`src/rtl/core/assert_macros.svh`:
```
// ----------------------------------------------------------------------------
// Assertion macros
// Shared concurrent assertion forms for the battery power mode manager.
// ----------------------------------------------------------------------------
`ifndef ASSERT_MACROS_SVH
`define ASSERT_MACROS_SVH

// Same-cycle implication, disabled while reset is held.
`define BPM_ASSERT_IMPLIES(lbl, clk, rst_n, ante, cons) \
  lbl: assert property (@(posedge clk) disable iff (!rst_n) (ante) |-> (cons)) \
    else $error("assertion failed: same-cycle implication");

// Next-cycle implication, disabled while reset is held.
`define BPM_ASSERT_NEXT(lbl, clk, rst_n, ante, cons) \
  lbl: assert property (@(posedge clk) disable iff (!rst_n) (ante) |=> (cons)) \
    else $error("assertion failed: next-cycle implication");

`endif

```
`src/rtl/core/bpm_pkg.sv`:
```
// ----------------------------------------------------------------------------
// bpm_pkg
// Widths, codes, reset values and shared types of the power mode manager.
// ----------------------------------------------------------------------------
`timescale 1ns / 1ps

package bpm_pkg;

  localparam int MV_W          = 16;
  localparam int PCT_W         = 7;
  localparam int MODE_W        = 2;
  localparam int MASK_W        = 5;
  localparam int CMD_W         = 2;
  localparam int CLS_W         = 2;
  localparam int CFG_IDX_W     = 2;
  localparam int CFG_DATA_W    = 16;
  localparam int NUMER_W       = MV_W + PCT_W;   // (mv - empty) * 100
  localparam int CHECK_PHASE_W = 4;
  localparam int WAKE_PHASE_W  = 6;
  localparam int QUEUE_DEPTH   = 2;

  localparam int DEF_CHECK_PERIOD = 10;
  localparam int DEF_WAKE_PERIOD  = 60;

  // commands
  localparam logic [CMD_W-1:0] CMD_TICK   = 2'd0;
  localparam logic [CMD_W-1:0] CMD_SET    = 2'd1;
  localparam logic [CMD_W-1:0] CMD_PERIPH = 2'd2;
  localparam logic [CMD_W-1:0] CMD_CHECK  = 2'd3;

  // power modes
  localparam logic [MODE_W-1:0] MODE_NORMAL = 2'd0;
  localparam logic [MODE_W-1:0] MODE_LIGHT  = 2'd1;
  localparam logic [MODE_W-1:0] MODE_ALERT  = 2'd2;
  localparam logic [MODE_W-1:0] MODE_DEEP   = 2'd3;

  localparam logic [MASK_W-1:0] ALL_PERIPHS       = 5'h1F;
  localparam logic [MASK_W-1:0] LIGHT_OFF_PERIPHS = 5'h0C;

  localparam logic [PCT_W-1:0] PCT_FULL = 7'd100;

  // voltage classes from the front end
  localparam logic [CLS_W-1:0] CLS_ERR  = 2'd0;  // zero reading, ADC failure
  localparam logic [CLS_W-1:0] CLS_ZERO = 2'd1;  // at or below empty
  localparam logic [CLS_W-1:0] CLS_FULL = 2'd2;  // at or above full
  localparam logic [CLS_W-1:0] CLS_DIV  = 2'd3;  // needs interpolation

  // configuration register indexes
  localparam logic [CFG_IDX_W-1:0] CFG_EMPTY = 2'd0;
  localparam logic [CFG_IDX_W-1:0] CFG_FULL  = 2'd1;
  localparam logic [CFG_IDX_W-1:0] CFG_LOW   = 2'd2;
  localparam logic [CFG_IDX_W-1:0] CFG_CRIT  = 2'd3;

  localparam logic [MV_W-1:0]  EMPTY_RST = 16'd3300;
  localparam logic [MV_W-1:0]  FULL_RST  = 16'd4200;
  localparam logic [PCT_W-1:0] LOW_RST   = 7'd20;
  localparam logic [PCT_W-1:0] CRIT_RST  = 7'd5;

  typedef struct packed {
    logic [MV_W-1:0]  floor_mv;
    logic [MV_W-1:0]  full_mv;
    logic [PCT_W-1:0] low_pct;
    logic [PCT_W-1:0] crit_pct;
  } cfg_t;

  typedef struct packed {
    logic [CMD_W-1:0]   cmd;
    logic [MODE_W-1:0]  req;
    logic [MASK_W-1:0]  sel;
    logic               on;
    logic [CLS_W-1:0]   cls;
    logic [NUMER_W-1:0] numer;
  } entry_t;

  typedef struct packed {
    logic [MODE_W-1:0] mode;
    logic [MASK_W-1:0] mask;
    logic              low;
    logic              crit;
    logic              measured;
    logic [PCT_W-1:0]  pct;
    logic              err;
  } result_t;

endpackage

```
`src/rtl/core/bpm_ifs.sv`:
```
// ----------------------------------------------------------------------------
// bpm channel interfaces
// Command input, result output and configuration write channels.
// ----------------------------------------------------------------------------
`timescale 1ns / 1ps

interface bpm_in_if;
  logic                           valid;
  logic                           ready;
  logic [bpm_pkg::CMD_W-1:0]      command;
  logic [bpm_pkg::MV_W-1:0]       battery_millivolts;
  logic [bpm_pkg::MODE_W-1:0]     requested_mode;
  logic [bpm_pkg::MASK_W-1:0]     peripheral_select;
  logic                           power_on;

  modport source (output valid, command, battery_millivolts, requested_mode,
                  peripheral_select, power_on, input ready);
  modport sink   (input valid, command, battery_millivolts, requested_mode,
                  peripheral_select, power_on, output ready);
endinterface

interface bpm_out_if;
  logic                        valid;
  logic                        ready;
  logic [bpm_pkg::MODE_W-1:0]  mode_now;
  logic [bpm_pkg::MASK_W-1:0]  powered_mask;
  logic                        low_alert;
  logic                        critical_alert;
  logic                        measured;
  logic [bpm_pkg::PCT_W-1:0]   battery_percent;
  logic                        adc_error;

  modport source (output valid, mode_now, powered_mask, low_alert, critical_alert,
                  measured, battery_percent, adc_error, input ready);
  modport sink   (input valid, mode_now, powered_mask, low_alert, critical_alert,
                  measured, battery_percent, adc_error, output ready);
endinterface

interface bpm_cfg_if;
  logic                             valid;
  logic                             ready;
  logic [bpm_pkg::CFG_IDX_W-1:0]    index;
  logic [bpm_pkg::CFG_DATA_W-1:0]   data;

  modport source (output valid, index, data, input ready);
  modport sink   (input valid, index, data, output ready);
endinterface

```
`src/rtl/core/bpm_front.sv`:
```
// ----------------------------------------------------------------------------
// bpm_front
// Accepts command transactions, classifies the battery reading against the
// empty/full window and forms the interpolation numerator.
// ----------------------------------------------------------------------------
`timescale 1ns / 1ps

module bpm_front (
  input  logic                        clk,
  input  logic                        rst_n,
  input  bpm_pkg::cfg_t               cfg,
  input  logic                        in_valid,
  output logic                        in_ready,
  input  logic [bpm_pkg::CMD_W-1:0]   in_cmd,
  input  logic [bpm_pkg::MV_W-1:0]    in_mv,
  input  logic [bpm_pkg::MODE_W-1:0]  in_req,
  input  logic [bpm_pkg::MASK_W-1:0]  in_sel,
  input  logic                        in_on,
  output logic                        fr_valid,
  input  logic                        fr_ready,
  output bpm_pkg::entry_t             fr_entry
);

  logic            fr_valid_r;
  bpm_pkg::entry_t fr_entry_r;
  bpm_pkg::entry_t entry_nxt;
  logic [bpm_pkg::MV_W-1:0] diff;

  assign in_ready = !fr_valid_r || fr_ready;
  assign fr_valid = fr_valid_r;
  assign fr_entry = fr_entry_r;

  always_comb begin
    diff            = in_mv - cfg.floor_mv;
    entry_nxt.cmd   = in_cmd;
    entry_nxt.req   = in_req;
    entry_nxt.sel   = in_sel;
    entry_nxt.on    = in_on;
    entry_nxt.numer = bpm_pkg::NUMER_W'(diff) * bpm_pkg::NUMER_W'(bpm_pkg::PCT_FULL);
    // order matters: a window with empty >= full reads full above empty
    priority if (in_mv == '0) begin
      entry_nxt.cls = bpm_pkg::CLS_ERR;
    end else if (in_mv <= cfg.floor_mv) begin
      entry_nxt.cls = bpm_pkg::CLS_ZERO;
    end else if (in_mv >= cfg.full_mv) begin
      entry_nxt.cls = bpm_pkg::CLS_FULL;
    end else begin
      entry_nxt.cls = bpm_pkg::CLS_DIV;
    end
  end

  always_ff @(posedge clk) begin
    if (!rst_n) begin
      fr_valid_r <= 1'b0;
    end else if (in_valid && in_ready) begin
      fr_valid_r <= 1'b1;
    end else if (fr_ready) begin
      fr_valid_r <= 1'b0;
    end
  end

  always_ff @(posedge clk) begin
    if (in_valid && in_ready) begin
      fr_entry_r <= entry_nxt;
    end
  end

endmodule

```
`src/rtl/core/bpm_queue.sv`:
```
// ----------------------------------------------------------------------------
// bpm_queue
// Short FIFO of classified commands between the front end and the executor.
// ----------------------------------------------------------------------------
`timescale 1ns / 1ps

module bpm_queue (
  input  logic            clk,
  input  logic            rst_n,
  input  logic            push_valid,
  output logic            push_ready,
  input  bpm_pkg::entry_t push_entry,
  output logic            pop_valid,
  input  logic            pop_ready,
  output bpm_pkg::entry_t pop_entry
);

  localparam int PTR_W = (bpm_pkg::QUEUE_DEPTH > 1) ? $clog2(bpm_pkg::QUEUE_DEPTH) : 1;
  localparam int CNT_W = $clog2(bpm_pkg::QUEUE_DEPTH + 1);
  localparam logic [PTR_W-1:0] LAST_PTR = PTR_W'(bpm_pkg::QUEUE_DEPTH - 1);
  localparam logic [CNT_W-1:0] FULL_CNT = CNT_W'(bpm_pkg::QUEUE_DEPTH);

  bpm_pkg::entry_t   slot_r [bpm_pkg::QUEUE_DEPTH];
  logic [PTR_W-1:0]  wr_ptr_r, wr_ptr_nxt;
  logic [PTR_W-1:0]  rd_ptr_r, rd_ptr_nxt;
  logic [CNT_W-1:0]  cnt_r, cnt_nxt;
  logic              do_push, do_pop;

  assign push_ready = (cnt_r != FULL_CNT);
  assign pop_valid  = (cnt_r != '0);
  assign pop_entry  = slot_r[rd_ptr_r];
  assign do_push    = push_valid && push_ready;
  assign do_pop     = pop_valid && pop_ready;

  always_comb begin
    wr_ptr_nxt = wr_ptr_r;
    rd_ptr_nxt = rd_ptr_r;
    cnt_nxt    = cnt_r;
    if (do_push) begin
      wr_ptr_nxt = (wr_ptr_r == LAST_PTR) ? '0 : wr_ptr_r + 1'b1;
    end
    if (do_pop) begin
      rd_ptr_nxt = (rd_ptr_r == LAST_PTR) ? '0 : rd_ptr_r + 1'b1;
    end
    if (do_push && !do_pop) begin
      cnt_nxt = cnt_r + 1'b1;
    end else if (do_pop && !do_push) begin
      cnt_nxt = cnt_r - 1'b1;
    end
  end

  always_ff @(posedge clk) begin
    if (!rst_n) begin
      wr_ptr_r <= '0;
      rd_ptr_r <= '0;
      cnt_r    <= '0;
    end else begin
      wr_ptr_r <= wr_ptr_nxt;
      rd_ptr_r <= rd_ptr_nxt;
      cnt_r    <= cnt_nxt;
    end
  end

  always_ff @(posedge clk) begin
    if (do_push) begin
      slot_r[wr_ptr_r] <= push_entry;
    end
  end

endmodule

```
`src/rtl/core/bpm_div.sv`:
```
// ----------------------------------------------------------------------------
// bpm_div
// Restoring divider producing the seven-bit percent, one quotient bit per
// cycle. The quotient is known to stay below 128.
// ----------------------------------------------------------------------------
`timescale 1ns / 1ps

module bpm_div (
  input  logic                          clk,
  input  logic                          rst_n,
  input  logic                          start,
  input  logic [bpm_pkg::NUMER_W-1:0]   numer,
  input  logic [bpm_pkg::MV_W-1:0]      denom,
  output logic                          done,
  output logic [bpm_pkg::PCT_W-1:0]     quot
);

  localparam int CNT_W = $clog2(bpm_pkg::PCT_W + 1);

  logic [bpm_pkg::NUMER_W-1:0] rem_r, ds_r;
  logic [bpm_pkg::PCT_W-1:0]   q_r;
  logic [CNT_W-1:0]            cnt_r;
  logic                        busy_r, done_r;
  logic                        ge;

  assign ge   = (rem_r >= ds_r);
  assign done = done_r;
  assign quot = q_r;

  always_ff @(posedge clk) begin
    if (!rst_n) begin
      busy_r <= 1'b0;
      done_r <= 1'b0;
      cnt_r  <= '0;
    end else if (start) begin
      busy_r <= 1'b1;
      done_r <= 1'b0;
      cnt_r  <= CNT_W'(bpm_pkg::PCT_W);
    end else if (busy_r) begin
      cnt_r  <= cnt_r - 1'b1;
      busy_r <= (cnt_r != CNT_W'(1));
      done_r <= (cnt_r == CNT_W'(1));
    end else begin
      done_r <= 1'b0;
    end
  end

  always_ff @(posedge clk) begin
    if (start) begin
      rem_r <= numer;
      ds_r  <= bpm_pkg::NUMER_W'(denom) << (bpm_pkg::PCT_W - 1);
      q_r   <= '0;
    end else if (busy_r) begin
      if (ge) begin
        rem_r <= rem_r - ds_r;
      end
      ds_r <= ds_r >> 1;
      q_r  <= {q_r[bpm_pkg::PCT_W-2:0], ge};
    end
  end

endmodule

```
`src/rtl/core/bpm_back.sv`:
```
// ----------------------------------------------------------------------------
// bpm_back
// Executes queued commands: holds the power mode, peripheral mask, alert
// flags and tick phases, runs the percent division and registers results.
// ----------------------------------------------------------------------------
`timescale 1ns / 1ps

module bpm_back #(
  parameter int CHECK_PERIOD = bpm_pkg::DEF_CHECK_PERIOD,
  parameter int WAKE_PERIOD  = bpm_pkg::DEF_WAKE_PERIOD
) (
  input  logic             clk,
  input  logic             rst_n,
  input  bpm_pkg::cfg_t    cfg,
  input  logic             q_valid,
  output logic             q_ready,
  input  bpm_pkg::entry_t  q_entry,
  output logic             res_valid,
  input  logic             res_ready,
  output bpm_pkg::result_t res
);

  localparam logic [1:0] S_IDLE  = 2'd0;
  localparam logic [1:0] S_DIV   = 2'd1;
  localparam logic [1:0] S_APPLY = 2'd2;

  localparam int CP_W = bpm_pkg::CHECK_PHASE_W;
  localparam int WP_W = bpm_pkg::WAKE_PHASE_W;

  typedef struct packed {
    logic [bpm_pkg::MODE_W-1:0] mode;
    logic [bpm_pkg::MASK_W-1:0] mask;
  } mm_t;

  function automatic mm_t change_mode(mm_t cur, logic [bpm_pkg::MODE_W-1:0] target);
    mm_t nx;
    nx = cur;
    if (target != cur.mode) begin
      unique case (target)
        bpm_pkg::MODE_NORMAL: nx.mask = bpm_pkg::ALL_PERIPHS;
        bpm_pkg::MODE_LIGHT:  nx.mask = cur.mask & ~bpm_pkg::LIGHT_OFF_PERIPHS;
        bpm_pkg::MODE_DEEP:   nx.mask = '0;
        default:              nx.mask = cur.mask;   // alert keeps the mask
      endcase
      nx.mode = target;
    end
    return nx;
  endfunction

  logic [1:0]                state_r, state_nxt;
  bpm_pkg::entry_t           entry_r;
  logic [bpm_pkg::PCT_W-1:0] pct_r;

  mm_t                       mm_r, mm_nxt;
  logic                      low_r, low_nxt;
  logic                      crit_r, crit_nxt;
  logic [CP_W-1:0]           cp_r, cp_nxt;
  logic [WP_W-1:0]           wp_r, wp_nxt;

  logic                      out_valid_r;
  bpm_pkg::result_t          out_res_r, res_nxt;

  logic                      pop, commit, div_start, div_done;
  logic [bpm_pkg::PCT_W-1:0] div_quot;
  logic [bpm_pkg::MV_W-1:0]  span;
  logic                      needs_div;

  logic [CP_W:0]             cp_inc;
  logic [WP_W:0]             wp_inc;
  logic [CP_W-1:0]           cp1;
  logic [WP_W-1:0]           wp1;
  logic                      err, is_low, is_crit, checked;

  assign q_ready   = (state_r == S_IDLE);
  assign pop       = q_valid && q_ready;
  assign needs_div = ((q_entry.cmd == bpm_pkg::CMD_TICK) ||
                      (q_entry.cmd == bpm_pkg::CMD_CHECK)) &&
                     (q_entry.cls == bpm_pkg::CLS_DIV);
  assign div_start = pop && needs_div;
  assign span      = cfg.full_mv - cfg.floor_mv;
  assign commit    = (state_r == S_APPLY) && (!out_valid_r || res_ready);

  assign res_valid = out_valid_r;
  assign res       = out_res_r;

  bpm_div u_div (
    .clk   (clk),
    .rst_n (rst_n),
    .start (div_start),
    .numer (q_entry.numer),
    .denom (span),
    .done  (div_done),
    .quot  (div_quot)
  );

  always_comb begin
    state_nxt = state_r;
    unique case (state_r)
      S_IDLE:  if (pop) state_nxt = needs_div ? S_DIV : S_APPLY;
      S_DIV:   if (div_done) state_nxt = S_APPLY;
      S_APPLY: if (commit) state_nxt = S_IDLE;
      default: state_nxt = S_IDLE;
    endcase
  end

  // Both checks of one tick see the same reading, so one percent serves both.
  always_comb begin
    cp_inc  = {1'b0, cp_r} + 1'b1;
    wp_inc  = {1'b0, wp_r} + 1'b1;
    cp1     = (cp_inc >= (CP_W + 1)'(CHECK_PERIOD)) ? '0 : cp_inc[CP_W-1:0];
    wp1     = (wp_inc >= (WP_W + 1)'(WAKE_PERIOD)) ? '0 : wp_inc[WP_W-1:0];
    err     = (entry_r.cls == bpm_pkg::CLS_ERR);
    is_low  = !err && (pct_r <= cfg.low_pct);
    is_crit = !err && (pct_r <= cfg.crit_pct);

    mm_nxt   = mm_r;
    low_nxt  = low_r;
    crit_nxt = crit_r;
    cp_nxt   = cp_r;
    wp_nxt   = wp_r;
    checked  = 1'b0;

    unique case (entry_r.cmd)
      bpm_pkg::CMD_TICK: begin
        cp_nxt = cp1;
        wp_nxt = wp1;
        if (cp1 == '0) begin
          checked = 1'b1;
          if (!err) begin
            low_nxt  = is_low;
            crit_nxt = is_crit;
          end
          if (is_low && (mm_nxt.mode == bpm_pkg::MODE_NORMAL)) begin
            mm_nxt = change_mode(mm_nxt, bpm_pkg::MODE_LIGHT);
          end
          if (is_crit && (mm_nxt.mode != bpm_pkg::MODE_DEEP)) begin
            mm_nxt = change_mode(mm_nxt, bpm_pkg::MODE_DEEP);
          end
        end
        if ((mm_nxt.mode == bpm_pkg::MODE_LIGHT) && (wp1 == '0)) begin
          checked = 1'b1;
          if (!err) begin
            low_nxt  = is_low;
            crit_nxt = is_crit;
          end
          // an ADC error counts as above the low threshold here
          if (!is_low) begin
            mm_nxt = change_mode(mm_nxt, bpm_pkg::MODE_NORMAL);
          end
        end
      end
      bpm_pkg::CMD_SET: begin
        mm_nxt = change_mode(mm_r, entry_r.req);
      end
      bpm_pkg::CMD_PERIPH: begin
        mm_nxt.mask = entry_r.on ? (mm_r.mask | entry_r.sel) : (mm_r.mask & ~entry_r.sel);
      end
      bpm_pkg::CMD_CHECK: begin
        checked = 1'b1;
        if (!err) begin
          low_nxt  = is_low;
          crit_nxt = is_crit;
        end
      end
      default: ;
    endcase

    res_nxt.mode     = mm_nxt.mode;
    res_nxt.mask     = mm_nxt.mask;
    res_nxt.low      = low_nxt;
    res_nxt.crit     = crit_nxt;
    res_nxt.measured = checked;
    res_nxt.err      = checked && err;
    res_nxt.pct      = (checked && !err) ? pct_r : '0;
  end

  always_ff @(posedge clk) begin
    if (!rst_n) begin
      state_r     <= S_IDLE;
      mm_r.mode   <= bpm_pkg::MODE_NORMAL;
      mm_r.mask   <= bpm_pkg::ALL_PERIPHS;
      low_r       <= 1'b0;
      crit_r      <= 1'b0;
      cp_r        <= '0;
      wp_r        <= '0;
      out_valid_r <= 1'b0;
    end else begin
      state_r <= state_nxt;
      if (commit) begin
        mm_r        <= mm_nxt;
        low_r       <= low_nxt;
        crit_r      <= crit_nxt;
        cp_r        <= cp_nxt;
        wp_r        <= wp_nxt;
        out_valid_r <= 1'b1;
      end else if (res_ready) begin
        out_valid_r <= 1'b0;
      end
    end
  end

  always_ff @(posedge clk) begin
    if (pop) begin
      entry_r <= q_entry;
      pct_r   <= (q_entry.cls == bpm_pkg::CLS_FULL) ? bpm_pkg::PCT_FULL : '0;
    end else if ((state_r == S_DIV) && div_done) begin
      pct_r <= div_quot;
    end
    if (commit) begin
      out_res_r <= res_nxt;
    end
  end

endmodule

```
`src/rtl/core/battery_power_mode_manager_unit.sv`:
```
// ----------------------------------------------------------------------------
// battery_power_mode_manager_unit
// Power mode manager for a battery device. Each command transaction yields
// one result transaction with the mode, peripheral mask and alert flags after
// the command, plus the battery check report. A classifying front stage feeds
// a two-entry queue, and an executor drains it. The executor pops an entry and
// applies it directly when no interpolation is needed (mode and peripheral
// commands, and tick or check readings that are zero, at or below empty, or at
// or above full). When a tick or check reading lies inside the empty/full
// window, it first runs the seven one-bit-per-cycle steps of the percent
// divider. The executor takes no new command until it has applied the last.
// Config registers are to be written by the user only with the block idle;
// the block itself does not enforce this. They take effect on the next
// command.
// ----------------------------------------------------------------------------
`timescale 1ns / 1ps
`include "assert_macros.svh"

module battery_power_mode_manager_unit #(
  parameter int CHECK_PERIOD = bpm_pkg::DEF_CHECK_PERIOD,
  parameter int WAKE_PERIOD  = bpm_pkg::DEF_WAKE_PERIOD
) (
  input  logic      clk,
  input  logic      rst_n,
  bpm_in_if.sink    in_if,
  bpm_out_if.source out_if,
  bpm_cfg_if.sink   cfg_if
);

  bpm_pkg::cfg_t    cfg_r;
  logic             fr_valid, fr_ready;
  bpm_pkg::entry_t  fr_entry;
  logic             q_valid, q_ready;
  bpm_pkg::entry_t  q_entry;
  bpm_pkg::result_t res;

  assign cfg_if.ready = 1'b1;

  always_ff @(posedge clk) begin
    if (!rst_n) begin
      cfg_r.floor_mv <= bpm_pkg::EMPTY_RST;
      cfg_r.full_mv  <= bpm_pkg::FULL_RST;
      cfg_r.low_pct  <= bpm_pkg::LOW_RST;
      cfg_r.crit_pct <= bpm_pkg::CRIT_RST;
    end else if (cfg_if.valid && cfg_if.ready) begin
      unique case (cfg_if.index)
        bpm_pkg::CFG_EMPTY: cfg_r.floor_mv <= cfg_if.data[bpm_pkg::MV_W-1:0];
        bpm_pkg::CFG_FULL:  cfg_r.full_mv  <= cfg_if.data[bpm_pkg::MV_W-1:0];
        bpm_pkg::CFG_LOW:   cfg_r.low_pct  <= cfg_if.data[bpm_pkg::PCT_W-1:0];
        bpm_pkg::CFG_CRIT:  cfg_r.crit_pct <= cfg_if.data[bpm_pkg::PCT_W-1:0];
        default: ;
      endcase
    end
  end

  bpm_front u_front (
    .clk      (clk),
    .rst_n    (rst_n),
    .cfg      (cfg_r),
    .in_valid (in_if.valid),
    .in_ready (in_if.ready),
    .in_cmd   (in_if.command),
    .in_mv    (in_if.battery_millivolts),
    .in_req   (in_if.requested_mode),
    .in_sel   (in_if.peripheral_select),
    .in_on    (in_if.power_on),
    .fr_valid (fr_valid),
    .fr_ready (fr_ready),
    .fr_entry (fr_entry)
  );

  bpm_queue u_queue (
    .clk        (clk),
    .rst_n      (rst_n),
    .push_valid (fr_valid),
    .push_ready (fr_ready),
    .push_entry (fr_entry),
    .pop_valid  (q_valid),
    .pop_ready  (q_ready),
    .pop_entry  (q_entry)
  );

  bpm_back #(
    .CHECK_PERIOD (CHECK_PERIOD),
    .WAKE_PERIOD  (WAKE_PERIOD)
  ) u_back (
    .clk       (clk),
    .rst_n     (rst_n),
    .cfg       (cfg_r),
    .q_valid   (q_valid),
    .q_ready   (q_ready),
    .q_entry   (q_entry),
    .res_valid (out_if.valid),
    .res_ready (out_if.ready),
    .res       (res)
  );

  assign out_if.mode_now        = res.mode;
  assign out_if.powered_mask    = res.mask;
  assign out_if.low_alert       = res.low;
  assign out_if.critical_alert  = res.crit;
  assign out_if.measured        = res.measured;
  assign out_if.battery_percent = res.pct;
  assign out_if.adc_error       = res.err;

  `BPM_ASSERT_IMPLIES(a_no_check_no_report, clk, rst_n, out_if.valid && !out_if.measured, out_if.battery_percent == '0 && !out_if.adc_error)
  `BPM_ASSERT_IMPLIES(a_adc_err_zero_pct, clk, rst_n, out_if.valid && out_if.adc_error, out_if.measured && out_if.battery_percent == '0)
  `BPM_ASSERT_IMPLIES(a_pct_in_range, clk, rst_n, out_if.valid, out_if.battery_percent <= bpm_pkg::PCT_FULL)
  `BPM_ASSERT_NEXT(a_front_loaded, clk, rst_n, in_if.valid && in_if.ready, fr_valid)

endmodule

```
`src/flat_wrapper.sv`:
```
// flat-port wrapper written by rule: the top's interface ports become plain ports
module battery_power_mode_manager_unit_flat 
#(
  parameter int CHECK_PERIOD = bpm_pkg::DEF_CHECK_PERIOD,
  parameter int WAKE_PERIOD  = bpm_pkg::DEF_WAKE_PERIOD
)
  (clk, rst_n, in_if_valid, in_if_command, in_if_battery_millivolts, in_if_requested_mode, in_if_peripheral_select, in_if_power_on, in_if_ready, out_if_valid, out_if_mode_now, out_if_powered_mask, out_if_low_alert, out_if_critical_alert, out_if_measured, out_if_battery_percent, out_if_adc_error, out_if_ready, cfg_if_valid, cfg_if_index, cfg_if_data, cfg_if_ready);
  bpm_in_if in_if_i ();
  bpm_out_if out_if_i ();
  bpm_cfg_if cfg_if_i ();
  input  logic clk;
  input  logic rst_n;
  input wire logic [$bits(in_if_i.valid)-1:0] in_if_valid;
  input wire logic [$bits(in_if_i.command)-1:0] in_if_command;
  input wire logic [$bits(in_if_i.battery_millivolts)-1:0] in_if_battery_millivolts;
  input wire logic [$bits(in_if_i.requested_mode)-1:0] in_if_requested_mode;
  input wire logic [$bits(in_if_i.peripheral_select)-1:0] in_if_peripheral_select;
  input wire logic [$bits(in_if_i.power_on)-1:0] in_if_power_on;
  output wire logic [$bits(in_if_i.ready)-1:0] in_if_ready;
  output wire logic [$bits(out_if_i.valid)-1:0] out_if_valid;
  output wire logic [$bits(out_if_i.mode_now)-1:0] out_if_mode_now;
  output wire logic [$bits(out_if_i.powered_mask)-1:0] out_if_powered_mask;
  output wire logic [$bits(out_if_i.low_alert)-1:0] out_if_low_alert;
  output wire logic [$bits(out_if_i.critical_alert)-1:0] out_if_critical_alert;
  output wire logic [$bits(out_if_i.measured)-1:0] out_if_measured;
  output wire logic [$bits(out_if_i.battery_percent)-1:0] out_if_battery_percent;
  output wire logic [$bits(out_if_i.adc_error)-1:0] out_if_adc_error;
  input wire logic [$bits(out_if_i.ready)-1:0] out_if_ready;
  input wire logic [$bits(cfg_if_i.valid)-1:0] cfg_if_valid;
  input wire logic [$bits(cfg_if_i.index)-1:0] cfg_if_index;
  input wire logic [$bits(cfg_if_i.data)-1:0] cfg_if_data;
  output wire logic [$bits(cfg_if_i.ready)-1:0] cfg_if_ready;
  assign in_if_i.valid = in_if_valid;
  assign in_if_i.command = in_if_command;
  assign in_if_i.battery_millivolts = in_if_battery_millivolts;
  assign in_if_i.requested_mode = in_if_requested_mode;
  assign in_if_i.peripheral_select = in_if_peripheral_select;
  assign in_if_i.power_on = in_if_power_on;
  assign in_if_ready = in_if_i.ready;
  assign out_if_valid = out_if_i.valid;
  assign out_if_mode_now = out_if_i.mode_now;
  assign out_if_powered_mask = out_if_i.powered_mask;
  assign out_if_low_alert = out_if_i.low_alert;
  assign out_if_critical_alert = out_if_i.critical_alert;
  assign out_if_measured = out_if_i.measured;
  assign out_if_battery_percent = out_if_i.battery_percent;
  assign out_if_adc_error = out_if_i.adc_error;
  assign out_if_i.ready = out_if_ready;
  assign cfg_if_i.valid = cfg_if_valid;
  assign cfg_if_i.index = cfg_if_index;
  assign cfg_if_i.data = cfg_if_data;
  assign cfg_if_ready = cfg_if_i.ready;
  battery_power_mode_manager_unit #(.CHECK_PERIOD(CHECK_PERIOD), .WAKE_PERIOD(WAKE_PERIOD)) u_core (.clk(clk), .rst_n(rst_n), .in_if(in_if_i), .out_if(out_if_i), .cfg_if(cfg_if_i));
endmodule
```
`config.mk`:
```
export PLATFORM = sky130hd
export DESIGN_NAME = battery_power_mode_manager_unit_flat
export DESIGN_NICKNAME = d
export VERILOG_FILES = /design/src/rtl/core/bpm_pkg.sv /design/src/rtl/core/bpm_ifs.sv /design/src/rtl/core/bpm_front.sv /design/src/rtl/core/bpm_queue.sv /design/src/rtl/core/bpm_div.sv /design/src/rtl/core/bpm_back.sv /design/src/rtl/core/battery_power_mode_manager_unit.sv /design/src/flat_wrapper.sv
export VERILOG_INCLUDE_DIRS = /design/src /design/src/rtl/core
export SDC_FILE = /design/constraint.sdc
export NUM_CORES = 1
export LEC_CHECK = 0
export BUFFER_PORTS_ARGS = -buffer_cell sky130_fd_sc_hd__buf_4
export CORE_ASPECT_RATIO = 1.25
export CORE_MARGIN = 4
export CORE_UTILIZATION = 43
export DETAILED_ROUTE_END_ITERATION = 6
export PLACE_DENSITY = 0.61
export SYNTH_ARGS = -nofsm -noshare
export SYNTH_HDL_FRONTEND = slang
export SYNTH_HIERARCHICAL = 1
export SYNTH_SLANG_ARGS = --single-unit
```
`constraint.sdc`:
```
create_clock -name clk -period 7.67 [get_ports clk]
set_input_delay 0.767 -clock clk [delete_from_list [all_inputs] [get_ports clk]]
set_output_delay 0.767 -clock clk [all_outputs]
set_load 0.02 [all_outputs]
```
==> key figures, run 1 <==
Outcome
  • Status: completed

Floorplan
  • Initial Util: a little over two fifths
  • Die span in y: about 230 um
  • DIE AREA: 0.0418 sq mm
  • Core footprint: between 0.03 and 0.04 sq mm
  • Site Rows: 80
  • Die Span X: between 150 and 200 um
  • I/O pin total: 70

Clocking
  • CTS buffer count: 29
  • Clock Tree Root: clkbuf_16
  • Worst-Skew Late Latency: 0.56 ns
  • Number of H-tree levels: 1
  • CTS tree: done
  • Post-CTS Resized: 0
  • Reg clk slew, reported paths: 0.07 ns
  • Max Root-Sink Buffers: 3
  • # Post-CTS Setup Buffers: 0
  • CTS sink count: approximately 270
  • Hold-fix buffers, CTS: 0

Power
  • Comb power frac: 41.2%
  • P_leak: 0.00756 uW
  • Switching part of the total power: around 37%
  • Int Power: around 3900 uW
  • P per Cell Area: 333 mW/mm^2
  • Part of the power in registers: a little over a third
  • NetSw: about 2200 uW
  • Peak VDD IR: around 0.00028 V
  • Clock Power Share: 22.9%

Place
  • Dpl cell area: ~0.017 sq mm
  • Pre-CTS setup slack: 1.96 ns
  • Placer Congestion: approximately 0.86
  • Post-DP HPWL: about 27 mm
  • PortBufs: roughly 70

Critical path
  • Arr. time, crit path: ~5.5 ns
  • Setup slack, reg-to-reg: ~2.4 ns
  • Crit Path Class: flip-flop to flip-flop
  • Critical path launch point type: flip-flop
  • Worst EP required: around 8.0 ns
  • Maximum fanout along the worst path: 5
  • Critical Path Sink Type: flip-flop

Final layout
  • Final nets: around 1900
  • Finished layout cell area: between 0.015 and 0.02 sq mm
  • Final core occ: 48.3%
  • ANT cells: 0
  • Share of cells above drive strength 1: 12.6%
  • P&R area growth vs syn: 11.1%
  • Fillers: around 3500

GRT
  • Vias in the first global route: approximately 11000
  • GR Util All Layers: 17.2%
  • Initial antenna violation count: 0
  • GR Overflow Total: 0
  • First-pass GRT wire length: about 59 mm
  • Largest net degree at the start of global routing: 90

Detailed routing
  • Post-route ant nets: 0
  • First-pass iteration count of the detailed router: 5
  • Vias: 11928
  • DRT iter0 DRCs: 930
  • DRC viols: 0
  • Vias/cell: ~5.5
  • DR WL/cell: 16.9 um
  • Routed WL: 36.9 mm

Job
  • Max-cap violation count: 0

STA
  • Endpoints failing hold: 0
  • Fmax: roughly 0.19 GHz
  • Hold slack: between 0.3 and 0.4 ns
  • RSZ-0062 raised after global routing: no
  • Final Worst Setup Slack: approximately 2.4 ns
  • Setup-violating endpoint count in the final report: 0
  • Setup_tns: 0 ns
  • Fin crit period: around 5.2 ns
  • Worst Tran Pin Value: approximately 1.1 ns
  • Clk_skew: 0.0177 ns
  • Max transition margin: 29.2%
  • Final period utilization: about two thirds
  • Max Slew Vio Count: 0

Synth
  • Post-synth EDFFs: about 180
  • Post-synth top area cell: edfxtp_1
  • Flop and latch count out of synthesis: 271
  • Commonest cells in the netlist: edfxtp_1, inv_1, ha_1, nand2_1, dfxtp_1
  • Post-synth ARST share: 0%
  • Gate Count Post-Synth: 1617
  • Netlist cell types: 106
  • Yosys warns: 6
  • Yosys top cell area share: 32.4%
  • Seq/Total Area, Yosys: between 40% and 50%
  • Post-Syn Area per Cell: 10.3 sq um
  • Synth Flop Type: edfxtp_1
  • Mapped Area: 0.0166 sq mm
  • Top cells by area, synth: edfxtp_1, dfxtp_1, ha_1

Hold path
  • HP Class: input port to flip-flop
-- final timing paths --
| check | end | depth (start not counted) | startpoint |
|---|---|---|---|
| max | u_core/u_front/fr_entry[22] | 21 | u_core/cfg_r[30] |
| min | u_core/u_front/fr_entry[34] | 1 | in_if_command[1] |
| max reg2reg | u_core/u_front/fr_entry[22] | 21 | u_core/cfg_r[30] |
| min reg2reg | u_core/u_queue/slot_r[1][7] | 0 | u_core/u_front/fr_entry[7] |
-- power by group through the flow --
stage	logic [uW]	clock network, uW	registers, uW
2_1_floorplan	1950	0	2180
3_3_place_gp	2480	0	2230
5_1_grt	2840	1510	2250
3_5_place_dp	2530	0	2240
4_1_cts	2540	1450	2210
6_report	2530	1410	2210
-- cell type report --
class | count | area [sq um] | area share (%)
Multi-Input combinational cell | 1106 | 8380 | 45.5
Sequential cell | 271 | 7220 | 39.2
Clock buffer | 31 | 733 | 3.98
Inverter | 180 | 676 | 3.67
Tap cell | 492 | 616 | 3.34
Timing Repair Buffer | 77 | 578 | 3.14
Clock inverter | 22 | 225 | 1.22
-- registers in the layout, summed over array words and instances (netlist names), 3 cells and up, named ones only --
| signal | flops |
|---|---|
| u_core/u_queue/slot_r | 70 |
| u_core/u_back/cp_r | 4 |
| u_core/u_back/pct_r | 7 |
| u_core/cfg_r | 46 |
| u_core/u_back/res | 18 |
| u_core/u_back/wp_r | 6 |
| u_core/u_back/entry_r | 12 |
| u_core/u_back/u_div/cnt_r | 3 |
| u_core/u_back/u_div/rem_r | 23 |
| u_core/u_front/fr_entry | 33 |
| u_core/u_back/mm_r | 7 |
| u_core/u_back/u_div/ds_r | 22 |
| u_core/u_back/u_div/quot | 7 |
-- through the flow --
step	std cells	power [uW]
after floorplan	1618	4140
after global placement	2126	4710
after detailed placement	2126	4770
after CTS	2179	6210
after global routing	2179	6590
final	2179	6140
-- cell usage in the layout (no fill, tap or decap), types with 13 or more instances in the layout --
master     netlist  routed
dfxtp_1         92      92
a21oi_1         83      83
xor2_1          22      22
o21ai_0         62      62
o31ai_1         15      15
o21ai_1         14      13
mux2_2          37      37
mux2i_1         54      54
nand2_1        139     139
and3_1          16      16
clkbuf_16        0      29
nor2_1          80      79
nor2b_1         28      27
xnor2_1         38      38
buf_4           12      77
nand4_1         16      16
fa_1            14      14
edfxtp_1       179     179
a211oi_1        13      13
o21a_1          14      14
nor3_1          23      23
ha_1           145     145
and2_1          26      26
inv_1          179     179
nand3_1         29      29
a21o_1          21      21
nor4_1          19      19
-- cell families (layout without fill, tap and decap cells) --
| group | Yosys count | in the layout | synth area share (%) |
|---|---|---|---|
| simple gates | 441 | 441 | 13.9 |
| xor+xnor | 60 | 60 | 3.17 |
| compound gates | 352 | 352 | 14.9 |
| mux | 91 | 91 | 5.77 |
| buf+inv | 241 | 310 | 6.08 |
| fa+ha+maj | 159 | 159 | 12.6 |
| flops | 271 | 271 | 43.5 |
| other cells | 2 | 3 | 0.0453 |
-- worst max-delay path: stages, from the launching register on --
cell	delay [ns]
dfxtp_1	0.43
ha_1	0.21
inv_1	0.06
fa_1	0.42
a211oi_1	0.26
nor2_1	0.11
o21ai_1	0.34
o21a_1	0.27
o21ai_1	0.14
xor2_1	0.18
ha_1	0.31
ha_1	0.28
inv_1	0.05
fa_1	0.53
inv_1	0.04
ha_1	0.35
nand4_1	0.14
o22ai_1	0.10
a211oi_1	0.35
o21ai_0	0.14
a21oi_1	0.19
xnor2_1	0.08
-- layer usage --
layer / track usage, % / vias up / wire length, um
li1: - / 5918 / -
met1: 21.7 / 5701 / 16000
met2: 30.7 / 244 / 18400
met3: 1.64 / 65 / 1380
met4: 6.16 / 0 / 1140
met5: 0 / - / 0
Note: power is estimated with default switching activity, not from simulation.
==> inputs of run 2 (changes only) <==
ABC_AREA = 1   (was not set)
PLACE_DENSITY = 0.63   (was 0.61)
clock period = 4.4 ns   (was 7.67 ns; I/O delays follow)
==> run 2 against run 1 <==
Compared with the run above:
- final area increased by 4.8%
- combinational power is 120% higher
- non-clock buffer count rose by 13
==> key figures, run 2 <==
STA
  • Fin crit period: ~4.1 ns
  • RSZ-0062 raised after global routing: no
  • Final period utilization: slightly above 90%
  • Clk_skew: just under 0.01 ns
  • Hold slack: 0.0652 ns
  • Worst Tran Pin Value: approximately 1.3 ns
  • Setup-violating endpoint count in the final report: 0
  • Endpoints failing hold: 0
  • Fmax: between 0.2 and 0.25 GHz
  • Setup_tns: 0 ns
  • Max Slew Vio Count: 0
  • Max transition margin: about an eighth

Synth
  • Top cells by area, synth: edfxtp_1, nand2_1, dfxtp_1
  • Flop and latch count out of synthesis: about 270
  • Netlist cell types: 60
  • Yosys warns: 6
  • Gate Count Post-Synth: around 2100
  • Post-Synth Simple-Gate Area: 22.6%
  • Post-synth EDFFs: 179
  • Most frequent cell after synthesis: nand2_1
  • Yosys top cell area share: between 30% and 40%
  • Largest family of logic cells by synthesized area: simple AND/OR/NAND/NOR gates
  • Synth Area in Compound Gates: approximately 8.1%
  • Synth Flop Type: edfxtp_1
  • Mux cell area share after synthesis: under 10%
  • Mapped Area: between 0.015 and 0.02 sq mm
  • Post-Synth XOR/XNOR Area: 2.02%
  • Post-synth ARST share: 0%
  • Adder-cell share of the synthesized area: roughly an eighth
  • Commonest cells in the netlist: nand2_1, inv_1, edfxtp_1, nor2_1, ha_1
  • Seq/Total Area, Yosys: between 40% and 50%
  • Post-Syn Area per Cell: 8.29 sq um
  • Post-synth top area cell: edfxtp_1

Detailed routing
  • Post-route ant nets: 0
  • Routed WL: ~38 mm
  • DR WL/cell: 14.3 um
  • First-pass iteration count of the detailed router: 7
  • Vias: around 13000
  • DRT iter0 DRCs: approximately 600
  • Vias/cell: just under 5
  • DRC viols: 0

Power
  • Part of the power in registers: 33.3%
  • Int Power: 7180 uW
  • NetSw: around 4800 uW
  • Comb power frac: between 40 and 50%
  • P_leak: roughly 0.0093 uW
  • P per Cell Area: slightly above 600 mW/mm^2
  • Switching part of the total power: about two fifths
  • Peak VDD IR: 0.000562 V
  • Final Power: 12000 uW
  • Clock Power Share: between 20% and 30%

Final layout
  • Max reg flops: 70
  • ANT cells: 0
  • P&R area growth vs syn: 12.2%
  • Commonest non-fill, non-tap cells in the layout: nand2_1, inv_1, edfxtp_1
  • Final nets: 2365
  • Final core occ: 49.1%
  • Share of cells above drive strength 1: roughly 12%
  • Register bank with the most flops: u_core/u_queue/slot_r
  • Most common cell after layout, fill and taps aside: nand2_1

Critical path
  • Worst EP required: about 4.7 ns
  • Crit Path Class: flip-flop to flip-flop
  • R2r worst-path depth: 23
  • Critical Path, Cell by Cell: inv_1 > ha_1 > a21oi_2 > o21ai_4 > nand2_2 > nand2_2 > a21oi_4 > inv_2 > nand2_1 > nand2_1 > ha_1 > ha_1 > inv_1 > fa_1 > inv_1 > ha_1 > a21oi_2 > a21boi_2 > nor2_1 > nor2_1 > nand2_1 > nand2_1 > nand2_1
  • Worst path slowest cell: fa_1
  • Critical path launch point type: flip-flop
  • Critical path buffers and inverters: 4
  • Maximum fanout along the worst path: 4
  • Arr. time, crit path: around 4.4 ns
  • Crit path depth: 23
  • Critical Path Sink Type: flip-flop
  • CP top delay family: adder cells
  • Max incr delay on CP: 0.53 ns
  • Most common cell on crit path: nand2_1

Hold path
  • HP Class: input port to flip-flop
  • Hold path depth: 1

GRT
  • Vias in the first global route: roughly 13000
  • Initial antenna violation count: 0
  • GR Util All Layers: about 18%
  • First-pass GRT wire length: 64.0 mm
  • Largest net degree at the start of global routing: 68
  • GR Overflow Total: 0

Place
  • PortBufs: a little under 70
  • Placer Congestion: 0.896
  • Post-DP HPWL: between 20 and 30 mm

Clocking
  • Worst-Skew Late Latency: about 0.55 ns
  • CTS sink count: roughly 270
  • Max Root-Sink Buffers: 3
  • Number of H-tree levels: 1
  • Hold-fix buffers, CTS: 0
  • CTS tree: done
  • CTS buffer count: 29
  • Reg clk slew, reported paths: around 0.060 ns
  • # Post-CTS Setup Buffers: 0
  • Clock Tree Root: clkbuf_16
  • Post-CTS Resized: 0

Floorplan
  • Site Rows: between 80 and 90
  • Die Span X: between 150 and 200 um
  • Die span in y: roughly 230 um
  • DIE AREA: roughly 0.043 sq mm
  • Core footprint: ~0.039 sq mm
  • Initial Util: 43.8%
  • I/O pin total: 70

Job
  • Max-cap violation count: 0

Outcome
  • Status: completed
-- run 2: changes by cell type in the layout (fill, tap and decap cells not counted), moves of 25 or more --
cell and delta:
nand2_1 +378, inv_1 +200, nand3_1 +96, nor2_1 +70, mux2i_1 -54, mux2_2 -32, mux2_4 +30, xnor2_1 -29
nor2b_1 -27, and2_1 -25, nand2_2 +25
-- run 2: cells by family after synthesis --
logic type      after synthesis
other cells                   2
mux                          35
buf+inv                     436
compound gates              236
fa+ha+maj                   159
simple gates                899
flops                       271
xor+xnor                     38
-- run 2: final cells by class --
| class | count | area [sq um] |
|---|---|---|
| timing repair buffer | 90 | 676 |
| clock buffer | 38 | 853 |
| multi-input combinational | 1370 | 8340 |
| inverter | 395 | 1480 |
| fill | 3739 | 20000 |
| tap | 498 | 623 |
| clock inverter | 15 | 113 |
| sequential | 271 | 7220 |
-- run 2: per-stage QoR --
| stage | instances | cell area, sq um | setup slack (ns) |
|---|---|---|---|
| CTS | 2677 | 19200 | 0.172 |
| global route | 2677 | 19300 | 0.00218 |
| floorplan | 2077 | 17200 | 0.275 |
| finish | 2677 | 19300 | 0.282 |
| detailed placement | 2624 | 18300 | -0.0269 |
| global placement | 2624 | 18300 | 0.0364 |
-- run 2: path summary, 6_finish.rpt --
kind                                from                            to  slack (ns)
max                     u_core/cfg_r[32]   u_core/u_front/fr_entry[22]        0.28
min           in_if_peripheral_select[0]   u_core/u_front/fr_entry[26]        0.07
max reg2reg             u_core/cfg_r[32]   u_core/u_front/fr_entry[22]        0.28
min reg2reg  u_core/u_front/fr_entry[15]  u_core/u_queue/slot_r[1][15]        0.45
-- run 2: power groups by stage --
stage / Clock, uW / Combinational (uW) / Sequential, uW
2_1_floorplan: 0 / 4120 / 3980
5_1_grt: 2620 / 6340 / 4050
6_report: 2440 / 5530 / 3980
4_1_cts: 2520 / 5550 / 3990
3_3_place_gp: 0 / 5400 / 4020
3_5_place_dp: 0 / 5510 / 4040
-- run 2: per-layer routing --
metal / share of wire, % / track usage, %
met5: 0 / 0
met3: 3.4 / 2.08
met1: 42 / 20.6
met4: 2.2 / 4.83
met2: 53 / 34.1
